==> src/sv/dfc_pkg.sv <==
// ----------------------------------------------------------------------------
// Datagram deframer package
// Shared constants, status codes, result and queue-push types, and the
// byte-wide reflected CRC-32 step.
// ----------------------------------------------------------------------------
package dfc_pkg;

  // Header layout: byte offsets of each little-endian field.
  localparam int PosW = 5;
  localparam logic [PosW-1:0] HeaderBytes = 5'd26;
  localparam logic [PosW-1:0] OffVersion  = 5'd4;
  localparam logic [PosW-1:0] OffType     = 5'd6;
  localparam logic [PosW-1:0] OffPriority = 5'd8;
  localparam logic [PosW-1:0] OffSequence = 5'd10;
  localparam logic [PosW-1:0] OffStamp    = 5'd14;
  localparam logic [PosW-1:0] OffLength   = 5'd18;
  localparam logic [PosW-1:0] OffCrc      = 5'd22;

  localparam logic [31:0] MagicValue = 32'h55AA55AA;
  localparam logic [31:0] CrcPoly    = 32'hEDB88320;
  localparam logic [31:0] CrcInit    = 32'hFFFFFFFF;

  localparam logic [15:0] VersionReset = 16'd1;

  // Default depth of the queue between front and back.
  localparam int QueueDepthDefault = 4;

  typedef enum logic [2:0] {
    StatusOk          = 3'd0,
    StatusTooShort    = 3'd1,
    StatusBadMagic    = 3'd2,
    StatusTruncated   = 3'd3,
    StatusCrcMismatch = 3'd4
  } dfc_status_t;

  typedef struct packed {
    logic        is_status;
    logic [7:0]  payload_byte;
    dfc_status_t frame_status;
    logic        version_too_new;
    logic [15:0] msg_version;
    logic [15:0] msg_type;
    logic [15:0] msg_priority;
    logic [31:0] sequence_number;
    logic [31:0] time_stamp;
    logic [31:0] payload_length;
    logic        last_of_run;
  } dfc_result_t;

  // Up to two results leave the front for one accepted beat.
  typedef struct packed {
    logic [1:0]  count;
    dfc_result_t first;
    dfc_result_t second;
  } dfc_push_t;

  // One byte through the reflected CRC-32, one bit per step.
  function automatic logic [31:0] crc_byte(input logic [31:0] crc_in,
                                           input logic [7:0] data);
    logic [31:0] crc;
    crc = crc_in ^ {24'd0, data};
    for (int i = 0; i < 8; i++) begin
      crc = crc[0] ? ((crc >> 1) ^ CrcPoly) : (crc >> 1);
    end
    return crc;
  endfunction

endpackage

==> src/sv/dfc_byte_if.sv <==
// ----------------------------------------------------------------------------
// Datagram byte channel
// Carries one datagram byte per beat with its end marker.
// ----------------------------------------------------------------------------
interface dfc_byte_if;
  logic       valid;
  logic       ready;
  logic [7:0] data_byte;
  logic       end_of_datagram;

  modport source (output valid, output data_byte, output end_of_datagram, input ready);
  modport sink   (input valid, input data_byte, input end_of_datagram, output ready);
endinterface

==> src/sv/dfc_result_if.sv <==
// ----------------------------------------------------------------------------
// Deframer result channel
// Carries one payload byte or one end-of-datagram status per beat.
// ----------------------------------------------------------------------------
interface dfc_result_if;
  logic        valid;
  logic        ready;
  logic        is_status;
  logic [7:0]  payload_byte;
  logic [2:0]  frame_status;
  logic        version_too_new;
  logic [15:0] msg_version;
  logic [15:0] msg_type;
  logic [15:0] msg_priority;
  logic [31:0] sequence_number;
  logic [31:0] time_stamp;
  logic [31:0] payload_length;
  logic        last_of_run;

  modport source (output valid, output is_status, output payload_byte, output frame_status,
                  output version_too_new, output msg_version, output msg_type,
                  output msg_priority, output sequence_number, output time_stamp,
                  output payload_length, output last_of_run, input ready);
  modport sink   (input valid, input is_status, input payload_byte, input frame_status,
                  input version_too_new, input msg_version, input msg_type,
                  input msg_priority, input sequence_number, input time_stamp,
                  input payload_length, input last_of_run, output ready);
endinterface

==> src/sv/dfc_cfg_if.sv <==
// ----------------------------------------------------------------------------
// Deframer configuration channel
// Write channel for the supported protocol version register.
// ----------------------------------------------------------------------------
interface dfc_cfg_if;
  logic        valid;
  logic        ready;
  logic [15:0] supported_version;

  modport source (output valid, output supported_version, input ready);
  modport sink   (input valid, input supported_version, output ready);
endinterface

==> src/sv/dfc_front.sv <==
// ----------------------------------------------------------------------------
// Deframer front end
// Accepts bytes, captures the header, runs the CRC over the declared payload
// and classifies each beat into payload and status results for the queue.
// ----------------------------------------------------------------------------
module dfc_front (
  input  logic              clk,
  input  logic              rst,
  dfc_cfg_if.sink           cfg,
  dfc_byte_if.sink          bytes,
  input  logic              room,
  output dfc_pkg::dfc_push_t push
);
  import dfc_pkg::*;

  logic [15:0]     supported_version;
  logic [PosW-1:0] hdr_pos;
  logic [31:0]     magic_word;
  logic [15:0]     version_word;
  logic [15:0]     type_word;
  logic [15:0]     priority_word;
  logic [31:0]     sequence_word;
  logic [31:0]     stamp_word;
  logic [31:0]     length_word;
  logic [31:0]     expected_crc;
  logic [31:0]     running_crc;
  logic [31:0]     remaining;

  logic [PosW-1:0] hdr_pos_next;
  logic [31:0]     magic_next;
  logic [15:0]     version_next;
  logic [15:0]     type_next;
  logic [15:0]     priority_next;
  logic [31:0]     sequence_next;
  logic [31:0]     stamp_next;
  logic [31:0]     length_next;
  logic [31:0]     expected_next;
  logic [31:0]     running_crc_next;
  logic [31:0]     remaining_next;

  logic        accept;
  logic        in_header;
  logic        is_payload;
  logic        too_new;
  dfc_status_t status_code;
  dfc_result_t payload_entry;
  dfc_result_t status_entry;

  assign cfg.ready   = 1'b1;
  assign bytes.ready = room;
  assign accept      = bytes.valid && room;

  // Configuration register.
  always_ff @(posedge clk) begin
    if (rst) begin
      supported_version <= VersionReset;
    end else if (cfg.valid && cfg.ready) begin
      supported_version <= cfg.supported_version;
    end
  end

  assign in_header = hdr_pos < HeaderBytes;

  // Header capture: drop the byte into its field lane.
  always_comb begin
    logic [PosW-1:0] off;
    magic_next    = magic_word;
    version_next  = version_word;
    type_next     = type_word;
    priority_next = priority_word;
    sequence_next = sequence_word;
    stamp_next    = stamp_word;
    length_next   = length_word;
    expected_next = expected_crc;
    off           = '0;
    if (in_header) begin
      if (hdr_pos < OffVersion) begin
        magic_next[{hdr_pos[1:0], 3'b000} +: 8] = bytes.data_byte;
      end else if (hdr_pos < OffType) begin
        off = hdr_pos - OffVersion;
        version_next[{off[0], 3'b000} +: 8] = bytes.data_byte;
      end else if (hdr_pos < OffPriority) begin
        off = hdr_pos - OffType;
        type_next[{off[0], 3'b000} +: 8] = bytes.data_byte;
      end else if (hdr_pos < OffSequence) begin
        off = hdr_pos - OffPriority;
        priority_next[{off[0], 3'b000} +: 8] = bytes.data_byte;
      end else if (hdr_pos < OffStamp) begin
        off = hdr_pos - OffSequence;
        sequence_next[{off[1:0], 3'b000} +: 8] = bytes.data_byte;
      end else if (hdr_pos < OffLength) begin
        off = hdr_pos - OffStamp;
        stamp_next[{off[1:0], 3'b000} +: 8] = bytes.data_byte;
      end else if (hdr_pos < OffCrc) begin
        off = hdr_pos - OffLength;
        length_next[{off[1:0], 3'b000} +: 8] = bytes.data_byte;
      end else begin
        off = hdr_pos - OffCrc;
        expected_next[{off[1:0], 3'b000} +: 8] = bytes.data_byte;
      end
    end
  end

  // Payload tracking: the remaining count is loaded with the last header byte.
  assign hdr_pos_next = in_header ? hdr_pos + 1'b1 : hdr_pos;
  assign is_payload   = !in_header && (magic_word == MagicValue) && (remaining != '0);
  assign running_crc_next = is_payload ? crc_byte(running_crc, bytes.data_byte)
                                       : running_crc;

  always_comb begin
    if (hdr_pos == HeaderBytes - 1'b1) begin
      remaining_next = length_next;
    end else if (is_payload) begin
      remaining_next = remaining - 1'b1;
    end else begin
      remaining_next = remaining;
    end
  end

  // End-of-datagram classification.
  assign too_new = version_next > supported_version;

  always_comb begin
    if (hdr_pos_next < HeaderBytes) begin
      status_code = StatusTooShort;
    end else if (magic_next != MagicValue) begin
      status_code = StatusBadMagic;
    end else if (remaining_next != '0) begin
      status_code = StatusTruncated;
    end else if ((running_crc_next ^ CrcInit) != expected_next) begin
      status_code = StatusCrcMismatch;
    end else begin
      status_code = StatusOk;
    end
  end

  // Result entries for this beat.
  always_comb begin
    payload_entry.is_status       = 1'b0;
    payload_entry.payload_byte    = bytes.data_byte;
    payload_entry.frame_status    = StatusOk;
    payload_entry.version_too_new = 1'b0;
    payload_entry.msg_version     = version_next;
    payload_entry.msg_type        = type_next;
    payload_entry.msg_priority    = priority_next;
    payload_entry.sequence_number = sequence_next;
    payload_entry.time_stamp      = stamp_next;
    payload_entry.payload_length  = length_next;
    payload_entry.last_of_run     = !bytes.end_of_datagram;

    status_entry                 = payload_entry;
    status_entry.is_status       = 1'b1;
    status_entry.payload_byte    = 8'd0;
    status_entry.frame_status    = status_code;
    status_entry.version_too_new = too_new && (status_code != StatusTooShort)
                                   && (status_code != StatusBadMagic);
    status_entry.last_of_run     = 1'b1;
  end

  always_comb begin
    push.count  = accept ? (2'(is_payload) + 2'(bytes.end_of_datagram)) : 2'd0;
    push.first  = is_payload ? payload_entry : status_entry;
    push.second = status_entry;
  end

  // Frame state: cleared after the final beat of a datagram.
  always_ff @(posedge clk) begin
    if (rst || (accept && bytes.end_of_datagram)) begin
      hdr_pos       <= '0;
      magic_word    <= '0;
      version_word  <= '0;
      type_word     <= '0;
      priority_word <= '0;
      sequence_word <= '0;
      stamp_word    <= '0;
      length_word   <= '0;
      expected_crc  <= '0;
      running_crc   <= CrcInit;
      remaining     <= '0;
    end else if (accept) begin
      hdr_pos       <= hdr_pos_next;
      magic_word    <= magic_next;
      version_word  <= version_next;
      type_word     <= type_next;
      priority_word <= priority_next;
      sequence_word <= sequence_next;
      stamp_word    <= stamp_next;
      length_word   <= length_next;
      expected_crc  <= expected_next;
      running_crc   <= running_crc_next;
      remaining     <= remaining_next;
    end
  end

  // A final beat always leaves the next datagram starting at header byte zero.
  assert property (@(posedge clk) disable iff (rst)
    (accept && bytes.end_of_datagram) |=> (hdr_pos == '0))
    else $error("frame state not cleared after end of datagram");

  // Payload bytes are only counted down once the header is complete.
  assert property (@(posedge clk) disable iff (rst)
    (hdr_pos < HeaderBytes) |-> (remaining == '0))
    else $error("payload count live during header");

  // A double push is a payload byte followed by its status.
  assert property (@(posedge clk) disable iff (rst)
    (push.count == 2'd2) |-> (!push.first.is_status && push.second.is_status))
    else $error("double push out of order");

endmodule

==> src/sv/dfc_queue.sv <==
// ----------------------------------------------------------------------------
// Deframer result queue
// Small queue between front and back; takes up to two entries per cycle and
// hands out one.
// ----------------------------------------------------------------------------
module dfc_queue #(
  parameter int Depth = dfc_pkg::QueueDepthDefault
) (
  input  logic                clk,
  input  logic                rst,
  input  dfc_pkg::dfc_push_t  push,
  input  logic                pop,
  output logic                room,
  output logic                head_valid,
  output dfc_pkg::dfc_result_t head
);
  import dfc_pkg::*;

  localparam int PtrW = $clog2(Depth);
  localparam int CntW = $clog2(Depth + 1);

  dfc_result_t     mem [Depth];
  logic [PtrW-1:0] wr_ptr;
  logic [PtrW-1:0] rd_ptr;
  logic [CntW-1:0] count;
  logic [PtrW-1:0] wr_ptr_second;
  logic [CntW-1:0] count_next;

  function automatic logic [PtrW-1:0] step_ptr(input logic [PtrW-1:0] p);
    return (p == PtrW'(Depth - 1)) ? '0 : p + 1'b1;
  endfunction

  assign wr_ptr_second = step_ptr(wr_ptr);
  assign room          = count <= CntW'(Depth - 2);
  assign head_valid    = count != '0;
  assign head          = mem[rd_ptr];
  assign count_next    = count + CntW'(push.count) - CntW'(pop);

  // Entry storage.
  always_ff @(posedge clk) begin
    if (push.count != 2'd0) begin
      mem[wr_ptr] <= push.first;
    end
    if (push.count == 2'd2) begin
      mem[wr_ptr_second] <= push.second;
    end
  end

  // Pointers and fill level.
  always_ff @(posedge clk) begin
    if (rst) begin
      wr_ptr <= '0;
      rd_ptr <= '0;
      count  <= '0;
    end else begin
      if (push.count == 2'd1) begin
        wr_ptr <= wr_ptr_second;
      end else if (push.count == 2'd2) begin
        wr_ptr <= step_ptr(wr_ptr_second);
      end
      if (pop) begin
        rd_ptr <= step_ptr(rd_ptr);
      end
      count <= count_next;
    end
  end

  // The front never pushes more than the free space.
  assert property (@(posedge clk) disable iff (rst)
    (int'(count) + int'(push.count)) <= Depth)
    else $error("result queue overflow");

  // The back only takes an entry that is there.
  assert property (@(posedge clk) disable iff (rst)
    pop |-> (count != '0))
    else $error("result queue underflow");

  // Fill level tracks pushes and pops.
  assert property (@(posedge clk) disable iff (rst)
    1'b1 |=> (count == $past(count_next)))
    else $error("result queue fill level drift");

endmodule

==> src/sv/dfc_back.sv <==
// ----------------------------------------------------------------------------
// Deframer back end
// Output register that drains the queue one result beat per cycle while ready is high.
// ----------------------------------------------------------------------------
module dfc_back (
  input  logic                 clk,
  input  logic                 rst,
  input  logic                 head_valid,
  input  dfc_pkg::dfc_result_t head,
  output logic                 pop,
  dfc_result_if.source         results
);
  import dfc_pkg::*;

  logic        out_valid;
  dfc_result_t out_data;
  logic        load_ok;

  assign load_ok = !out_valid || results.ready;
  assign pop     = head_valid && load_ok;

  // Output register.
  always_ff @(posedge clk) begin
    if (rst) begin
      out_valid <= 1'b0;
    end else if (load_ok) begin
      out_valid <= head_valid;
    end
  end

  always_ff @(posedge clk) begin
    if (pop) begin
      out_data <= head;
    end
  end

  assign results.valid           = out_valid;
  assign results.is_status       = out_data.is_status;
  assign results.payload_byte    = out_data.payload_byte;
  assign results.frame_status    = out_data.frame_status;
  assign results.version_too_new = out_data.version_too_new;
  assign results.msg_version     = out_data.msg_version;
  assign results.msg_type        = out_data.msg_type;
  assign results.msg_priority    = out_data.msg_priority;
  assign results.sequence_number = out_data.sequence_number;
  assign results.time_stamp      = out_data.time_stamp;
  assign results.payload_length  = out_data.payload_length;
  assign results.last_of_run     = out_data.last_of_run;

  // A status beat always closes its run.
  assert property (@(posedge clk) disable iff (rst)
    (out_valid && out_data.is_status) |-> out_data.last_of_run)
    else $error("status beat not marked last of run");

  // A waiting result is not replaced while stalled.
  assert property (@(posedge clk) disable iff (rst)
    (out_valid && !results.ready) |=> (out_valid && $stable(out_data)))
    else $error("stalled result lost");

  // Nothing is taken from the queue while a result waits.
  assert property (@(posedge clk) disable iff (rst)
    (out_valid && !results.ready) |-> !pop)
    else $error("queue popped during stall");

endmodule

==> src/sv/message_deframer_crc_check_core.sv <==
// ----------------------------------------------------------------------------
// Datagram deframer with CRC-32 check
// Top level: front end, result queue and output register.
// ----------------------------------------------------------------------------
// The block takes one datagram byte per beat on the bytes channel and accepts
// one byte every clock cycle while the result queue has room for two entries.
// It captures a 26-byte little-endian header, passes the declared number of
// payload bytes out as payload results when the magic word matches, and runs
// the reflected CRC-32 over them in the same cycle the byte is accepted. The
// byte marked end_of_datagram also yields a status result, after its payload
// result if it carries one. Results leave through a single output register at
// one per cycle while the result side takes them, so a final byte that is also a
// payload byte adds one extra result that the queue absorbs; the sustained input
// rate is one byte per cycle while the result side keeps taking beats. A result
// passes through the result queue and then the output register before it
// appears on the result port. The supported version register resets to 1 and
// should be written only while no datagram is in flight.
module message_deframer_crc_check_core #(
  parameter int QueueDepth = dfc_pkg::QueueDepthDefault
) (
  input  logic          clk,
  input  logic          rst,
  dfc_cfg_if.sink       cfg,
  dfc_byte_if.sink      bytes,
  dfc_result_if.source  results
);
  import dfc_pkg::*;

  dfc_push_t   push;
  logic        room;
  logic        head_valid;
  dfc_result_t head;
  logic        pop;

  dfc_front u_front (
    .clk   (clk),
    .rst   (rst),
    .cfg   (cfg),
    .bytes (bytes),
    .room  (room),
    .push  (push)
  );

  dfc_queue #(
    .Depth (QueueDepth)
  ) u_queue (
    .clk        (clk),
    .rst        (rst),
    .push       (push),
    .pop        (pop),
    .room       (room),
    .head_valid (head_valid),
    .head       (head)
  );

  dfc_back u_back (
    .clk        (clk),
    .rst        (rst),
    .head_valid (head_valid),
    .head       (head),
    .pop        (pop),
    .results    (results)
  );

endmodule
==> src/flat_wrapper.sv <==
// flat-port wrapper written by rule: the top's interface ports become plain ports
module message_deframer_crc_check_core_flat import dfc_pkg::*;
#(
  parameter int QueueDepth = dfc_pkg::QueueDepthDefault
)
  (clk, rst, cfg_valid, cfg_supported_version, cfg_ready, bytes_valid, bytes_data_byte, bytes_end_of_datagram, bytes_ready, results_valid, results_is_status, results_payload_byte, results_frame_status, results_version_too_new, results_msg_version, results_msg_type, results_msg_priority, results_sequence_number, results_time_stamp, results_payload_length, results_last_of_run, results_ready);
  dfc_cfg_if cfg_i ();
  dfc_byte_if bytes_i ();
  dfc_result_if results_i ();
  input  logic clk;
  input  logic rst;
  input wire logic [$bits(cfg_i.valid)-1:0] cfg_valid;
  input wire logic [$bits(cfg_i.supported_version)-1:0] cfg_supported_version;
  output wire logic [$bits(cfg_i.ready)-1:0] cfg_ready;
  input wire logic [$bits(bytes_i.valid)-1:0] bytes_valid;
  input wire logic [$bits(bytes_i.data_byte)-1:0] bytes_data_byte;
  input wire logic [$bits(bytes_i.end_of_datagram)-1:0] bytes_end_of_datagram;
  output wire logic [$bits(bytes_i.ready)-1:0] bytes_ready;
  output wire logic [$bits(results_i.valid)-1:0] results_valid;
  output wire logic [$bits(results_i.is_status)-1:0] results_is_status;
  output wire logic [$bits(results_i.payload_byte)-1:0] results_payload_byte;
  output wire logic [$bits(results_i.frame_status)-1:0] results_frame_status;
  output wire logic [$bits(results_i.version_too_new)-1:0] results_version_too_new;
  output wire logic [$bits(results_i.msg_version)-1:0] results_msg_version;
  output wire logic [$bits(results_i.msg_type)-1:0] results_msg_type;
  output wire logic [$bits(results_i.msg_priority)-1:0] results_msg_priority;
  output wire logic [$bits(results_i.sequence_number)-1:0] results_sequence_number;
  output wire logic [$bits(results_i.time_stamp)-1:0] results_time_stamp;
  output wire logic [$bits(results_i.payload_length)-1:0] results_payload_length;
  output wire logic [$bits(results_i.last_of_run)-1:0] results_last_of_run;
  input wire logic [$bits(results_i.ready)-1:0] results_ready;
  assign cfg_i.valid = cfg_valid;
  assign cfg_i.supported_version = cfg_supported_version;
  assign cfg_ready = cfg_i.ready;
  assign bytes_i.valid = bytes_valid;
  assign bytes_i.data_byte = bytes_data_byte;
  assign bytes_i.end_of_datagram = bytes_end_of_datagram;
  assign bytes_ready = bytes_i.ready;
  assign results_valid = results_i.valid;
  assign results_is_status = results_i.is_status;
  assign results_payload_byte = results_i.payload_byte;
  assign results_frame_status = results_i.frame_status;
  assign results_version_too_new = results_i.version_too_new;
  assign results_msg_version = results_i.msg_version;
  assign results_msg_type = results_i.msg_type;
  assign results_msg_priority = results_i.msg_priority;
  assign results_sequence_number = results_i.sequence_number;
  assign results_time_stamp = results_i.time_stamp;
  assign results_payload_length = results_i.payload_length;
  assign results_last_of_run = results_i.last_of_run;
  assign results_i.ready = results_ready;
  message_deframer_crc_check_core #(.QueueDepth(QueueDepth)) u_core (.clk(clk), .rst(rst), .cfg(cfg_i), .bytes(bytes_i), .results(results_i));
endmodule
==> config.mk <==
export PLATFORM = sky130hd
export DESIGN_NAME = message_deframer_crc_check_core_flat
export DESIGN_NICKNAME = d
export VERILOG_FILES = /design/src/sv/dfc_pkg.sv /design/src/sv/dfc_byte_if.sv /design/src/sv/dfc_result_if.sv /design/src/sv/dfc_cfg_if.sv /design/src/sv/dfc_front.sv /design/src/sv/dfc_queue.sv /design/src/sv/dfc_back.sv /design/src/sv/message_deframer_crc_check_core.sv /design/src/flat_wrapper.sv
export SDC_FILE = /design/constraint.sdc
export NUM_CORES = 2
export LEC_CHECK = 0
export BUFFER_PORTS_ARGS = -buffer_cell sky130_fd_sc_hd__buf_2
export CAP_MARGIN = 20
export CORE_UTILIZATION = 51
export DETAILED_ROUTE_END_ITERATION = 6
export GPL_TIMING_DRIVEN = 0
export MAX_ROUTING_LAYER = met4
export PLACE_DENSITY = 0.72
export SYNTH_ARGS = -nofsm -noshare
export SYNTH_HDL_FRONTEND = slang
export SYNTH_HIERARCHICAL = 1
export SYNTH_SLANG_ARGS = --single-unit
==> constraint.sdc <==
create_clock -name clk -period 14.7 [get_ports clk]
set_input_delay 2.205 -clock clk [delete_from_list [all_inputs] [get_ports clk]]
set_output_delay 2.205 -clock clk [all_outputs]
set_load 0.005 [all_outputs]
==> Word-level counts from Yosys, hierarchy flattened <==
Memory sizes are Yosys's and may differ from the RTL's. A register that Yosys moved wholly into a read port is not among the register bits.
Cells that the tools add are included.
{ "classes": {"muxes": 78, "n_lt_le_gt_ge": 11, "eq_ne": 11, "reduce_logical": 17, "n_bitwise": 10, "addsub": 23, "n_shift": 16} }
{ "ops": {"columns": ["operator", "count"], "rows": [
  ["32-bit two-way mux", 42],
  ["16-bit two-way mux", 12],
  ["32-bit bitwise mux", 5],
  ["8-bit by 7-bit variable shift with 32-bit output, first input constant", 5],
  ["8-bit by 7-bit indexed part select with 32-bit output", 5],
  ["158-bit two-way mux", 1],
  ["13-bit NOT with 14-bit output", 8],
  ["32-bit nonzero test", 2],
  ["16-bit bitwise mux", 3],
  ["8-bit by 6-bit variable shift with 16-bit output, first input constant", 3],
  ["8-bit by 6-bit indexed part select with 16-bit output", 3],
  ["5-bit negation with 7-bit output", 5],
  ["32-bit by 31-bit == test with 1-bit output, second input constant", 1],
  ["32-bit by 31-bit inequality test with 1-bit output, second input constant", 1],
  ["32-bit inequality test", 1],
  ["32-bit NOT", 1],
  ["32-bit by 1-bit subtractor with 32-bit output, second input constant", 1],
  ["32-bit by 8-bit bitwise XOR with 32-bit output", 1],
  ["5-bit < comparator, second input constant", 4],
  ["4-bit negation with 6-bit output", 3],
  ["16-bit > comparator", 1],
  ["5-bit by 4-bit < comparator with 1-bit output, second input constant", 3],
  ["2-bit two-way mux", 6],
  ["3-bit two-way mux", 4],
  ["other kinds (21)", 45]
]} }
{ "totals": {"register_bits": 301, "ram_bits": 632, "memories": 1, "word_cells": 183, "input_bits": 30} }
{ "memory_table": {"columns": ["memory", "depth", "word_bits", "rd", "rd_clocked_by_memory_dff", "wr", "line_no", "source"], "rows": [
  ["u_core.u_queue.mem", 4, 158, 1, 1, 2, "dfc_queue.sv:22", "dfc_result_t mem [Depth];"]
]} }

==> Longest topological paths before layout <==
{ "depth": {"word_depth": 28, "ltp_mapped": 17} }

==> Hierarchy <==
The synthesis kept the hierarchy.
{ "modules_own_cells": {"columns": ["mod", "cells_each", "area_per_inst_um2", "n_inst"], "rows": [
  ["dfc_queue", 1587, 31102.3, 1],
  ["dfc_front", 2454, 18844.3, 1],
  ["dfc_back", 163, 4799.6, 1]
]} }

==> Worst setup path after synthesis <==
No wires, ideal clock.
{ "synth_path": {"kind": "input to register", "start": "input bytes_valid", "end": "memory u_core/u_queue/mem[0][0] (netlist bit), enable pin", "setup_slack_ns": -0.321, "path_stages": 7, "setup_time_ns": 0.894, "arrival_time_ns": 14.127, "path_buffers": 2, "cell_sequence": "nand2_1 clkbuf_1 clkbuf_1 nor2_1 inv_1 ha_1 o21ai_0"} }
{ "synth_lines": {"columns": ["item", "line_no", "source"], "rows": [
  ["start, declared", "flat_wrapper.sv:15", "input wire logic [$bits(bytes_i.valid)-1:0] bytes_valid;"],
  ["end, declared", "dfc_queue.sv:22", null]
]} }

==> metrics.md <==
| Metric | Value |
|---|---|
| Setup crit start kind | `flop` |
| Post-route setup TNS | `0 ns` |
| Fin. Hold Viols | `0` |
| Final setup margin | `7.84 ns` |
| Fillcell total | `8347` |
| Routability cong. | `1.06` |
| Vias/cell | `6.03` |
| Largest stage delay on the critical path | `0.60 ns` |
| TritonCTS clock tree | `done` |
| Core area | `0.106 sq mm` |
| Hold WS | `0.450 ns` |
| Fin nets | `4627` |
| Number of buffers created by CTS | `112` |
| Fin crit share | `46.6%` |
| Initial antenna violation count | `5` |
| Worst slack, placed | `7.69 ns` |
| Post-synth ARST share | `0%` |
| Cell variety after synth | `104` |
| Area of the multi-input gates | `0.0220 sq mm` |
| Routed vias | `36400` |
| Clk_skew | `0.0355 ns` |
| Largest net degree at the start of global routing | `71` |
| Drt wl/cell | `26.0 um` |
| Yosys top cell by area | `edfxtp_1` |
| DRT iter0 DRCs | `4129` |
| Post-place instance area | `0.0583 sq mm` |
| Total congestion overflow | `0` |
| Post-CTS Setup Inserts | `0` |
| Fmax | `0.146 GHz` |
| Max-cap violations | `0` |
| Share of Yosys cell area claimed by the top area cell type | `43.3%` |
| Peak supply drop | `111 uV` |
| Placed cells | `5830` |
| CP max-delay cell | `nor2_1` |
| Die ar. | `0.109 sq mm` |
| Area occupied by registers | `0.0298 sq mm` |
| Die Height | `330 um` |
| Horiz. Die Dim | `330 um` |
| CP Capture Type | `flop` |
| RSZ-0062 raised after global routing | `false` |
| Num rows | `119` |
| Critical-path cell list | `o211ai_1 -> nor4_1 -> nand3_1 -> nor2_1 -> buf_2 -> buf_1 -> buf_6 -> ha_1 -> and3_1 -> inv_1 -> ha_1 -> nand2_2 -> buf_2 -> buf_6 -> o21ai_4 -> buf_12 -> buf_12 -> buf_12 -> buf_12 -> buf_12` |
| # IOs | `191` |
| Relative slew slack | `15.6%` |
| Sequential area share after synthesis | `54.4%` |
| Synth Flop Type | `edfxtp_1` |
| Global-route wire length before repair | `230 mm` |
| Share of layout cells above drive strength 1 | `33.7%` |
| Initial Util | `51.7%` |
| Root buf cell | `clkbuf_16` |
| Cell mode on critical path | `buf_12` |
| Data required time of the worst path | `15.11 ns` |
| Final Util | `58.5%` |
| Clk slew on worst S/H paths | `0.06 ns` |
| Post-synth EDFFs | `790` |
| Clock sink total | `1093` |
| Post_cts resized | `0` |
| Final instance area | `0.0620 sq mm` |
| Status | `finished, final reports clean` |
| Max clock buf depth | `3` |
| Final wirelength | `157 mm` |
| First-pass DRT Iterations | `6` |
| Crit path kind | `reg2reg` |
| Cells after synthesis | `4204` |
| CTS Hold Bufs | `0` |
| Static Leakage | `23.3 nW` |
| Post-route ant nets | `0` |
| I/O Buffers | `187` |
| R2R Setup Slk | `7.84 ns` |
| Synth top cells by count | `790 x edfxtp_1, 689 x mux2_2, 396 x nand2_1` |
| CP arrival | `7.26 ns` |
| Synth Warn # | `6` |
| Tightest Hold Check Type | `reg2reg` |
| # DRC | `0` |
| Design Power | `9.14 mW` |
| H-tree levels | `3` |
| GRT Total Usage | `29.5%` |
| Non-Filler Instances | `6049` |
| PwrDens | `147 mW/mm^2` |
| Seq cells post-synth | `1093` |
| Slew Viols, Final | `0` |
| Clock latency on the worst-skew pair | `0.72 ns` |
| Post-synthesis cell area | `0.0547 sq mm` |
| Synth top area cells | `edfxtp_1 43%, mux2_2 14%, dfxtp_1 11%` |
| Area Overhead vs Synth | `13.2%` |
| Final worst path period need | `6.86 ns` |
| Top-count cell post-synth | `edfxtp_1` |
| HPWL after DPL | `110 mm` |
| Vias in the first global route | `35400` |
| Setup Viol. Count Final | `0` |
| Syn Area/Cell | `13.0 sq um` |
| Tightest Pin Transition | `1.23 ns` |
| CP max FO | `23` |
==> state kept, by name, indices dropped and copies added, names as in the netlist, 32 cells and up, named ones only <==
| signal | cells |
|---|---|
| u_core/u_back/results.time_stamp | 32 |
| u_core/u_front/sequence_word | 32 |
| u_core/u_front/length_word | 32 |
| u_core/u_front/expected_crc | 32 |
| u_core/u_front/remaining | 32 |
| u_core/u_front/running_crc | 32 |
| u_core/u_queue/mem | 632 |
| u_core/u_back/results.payload_length | 32 |
| u_core/u_front/stamp_word | 32 |
| u_core/u_front/magic_word | 32 |
| u_core/u_back/results.sequence_number | 32 |
==> power by group <==
part	internal [mW]	switching (mW)	leakage, nW
clock	1.62	1.21	1.77
combinational	0.966	1.42	11.6
sequential	3.82	0.105	9.94
total	6.40	2.74	23.3
==> layer usage <==
metal	vias up	share of wire (%)	track usage [%]
met1	18300	42	39.7
met4	0	3.1	9.70
met2	1540	47	45.8
met3	291	7.9	4.76
met5	-	0	-
li1	16300	-	-
==> layout by cell type, fill, tap and decap left out, types with 38 or more instances in the layout <==
cell type  instances
and2_1            39
nor2_1           257
clkbuf_1         171
dfxtp_1          303
mux4_2           158
o21ai_0           81
ha_1              38
nor3_1            75
edfxtp_1         790
nand3_1           64
nand2_1          396
xnor2_1           60
a21oi_1          195
buf_6             52
mux2_2           689
a211oi_1          54
inv_1             76
buf_4            174
mux2i_1           53
clkbuf_16        116
buf_2            243
==> path summary, 6_finish.rpt <==
| kind | startpoint | endpoint | cells past startpoint |
|---|---|---|---|
| worst min-delay path | u_core/u_front/magic_word[22] | u_core/u_front/magic_word[22] | 2 |
| worst max-delay path | u_core/u_front/hdr_pos[1] | u_core/u_queue/mem[1][72] | 20 |
| worst min register to register | u_core/u_front/magic_word[22] | u_core/u_front/magic_word[22] | 2 |
| worst max register to register | u_core/u_front/hdr_pos[1] | u_core/u_queue/mem[1][72] | 20 |
==> cell type report <==
cell class | count | area share (%)
clock buffers | 155 | 5.03
inverters | 76 | 0.460
diodes | 3 | 0.0121
flip-flops and latches | 1093 | 48.1
well taps | 1391 | 2.81
repair buffers | 231 | 2.87
plain buffers | 437 | 4.41
multi-input cells | 2607 | 35.5
clock inverters | 56 | 0.779
==> logic make-up after synthesis <==
logic type	after synthesis	share of synthesized area, %
AOI/OAI and AO/OA	524	6.15
xor gates and xnor gates	120	2.59
adders and majority gates	39	0.905
buffers and inverters	513	5.52
DFF	1093	54.4
muxes	900	21.6
other	2	0.0137
and+or+nand+nor	1013	8.77
==> worst max-delay path: cells and delay by family (launching register included) <==
kind / cells / cell delay (ns)
AND/OR/NAND/NOR: 5 / 1.92
AO/OA/AOI/OAI: 2 / 0.61
buffers and inverters: 11 / 2.88
adder cells (fa/ha/maj): 2 / 0.55
flip-flops: 1 / 0.45
Power figures use the tool's default switching activity.
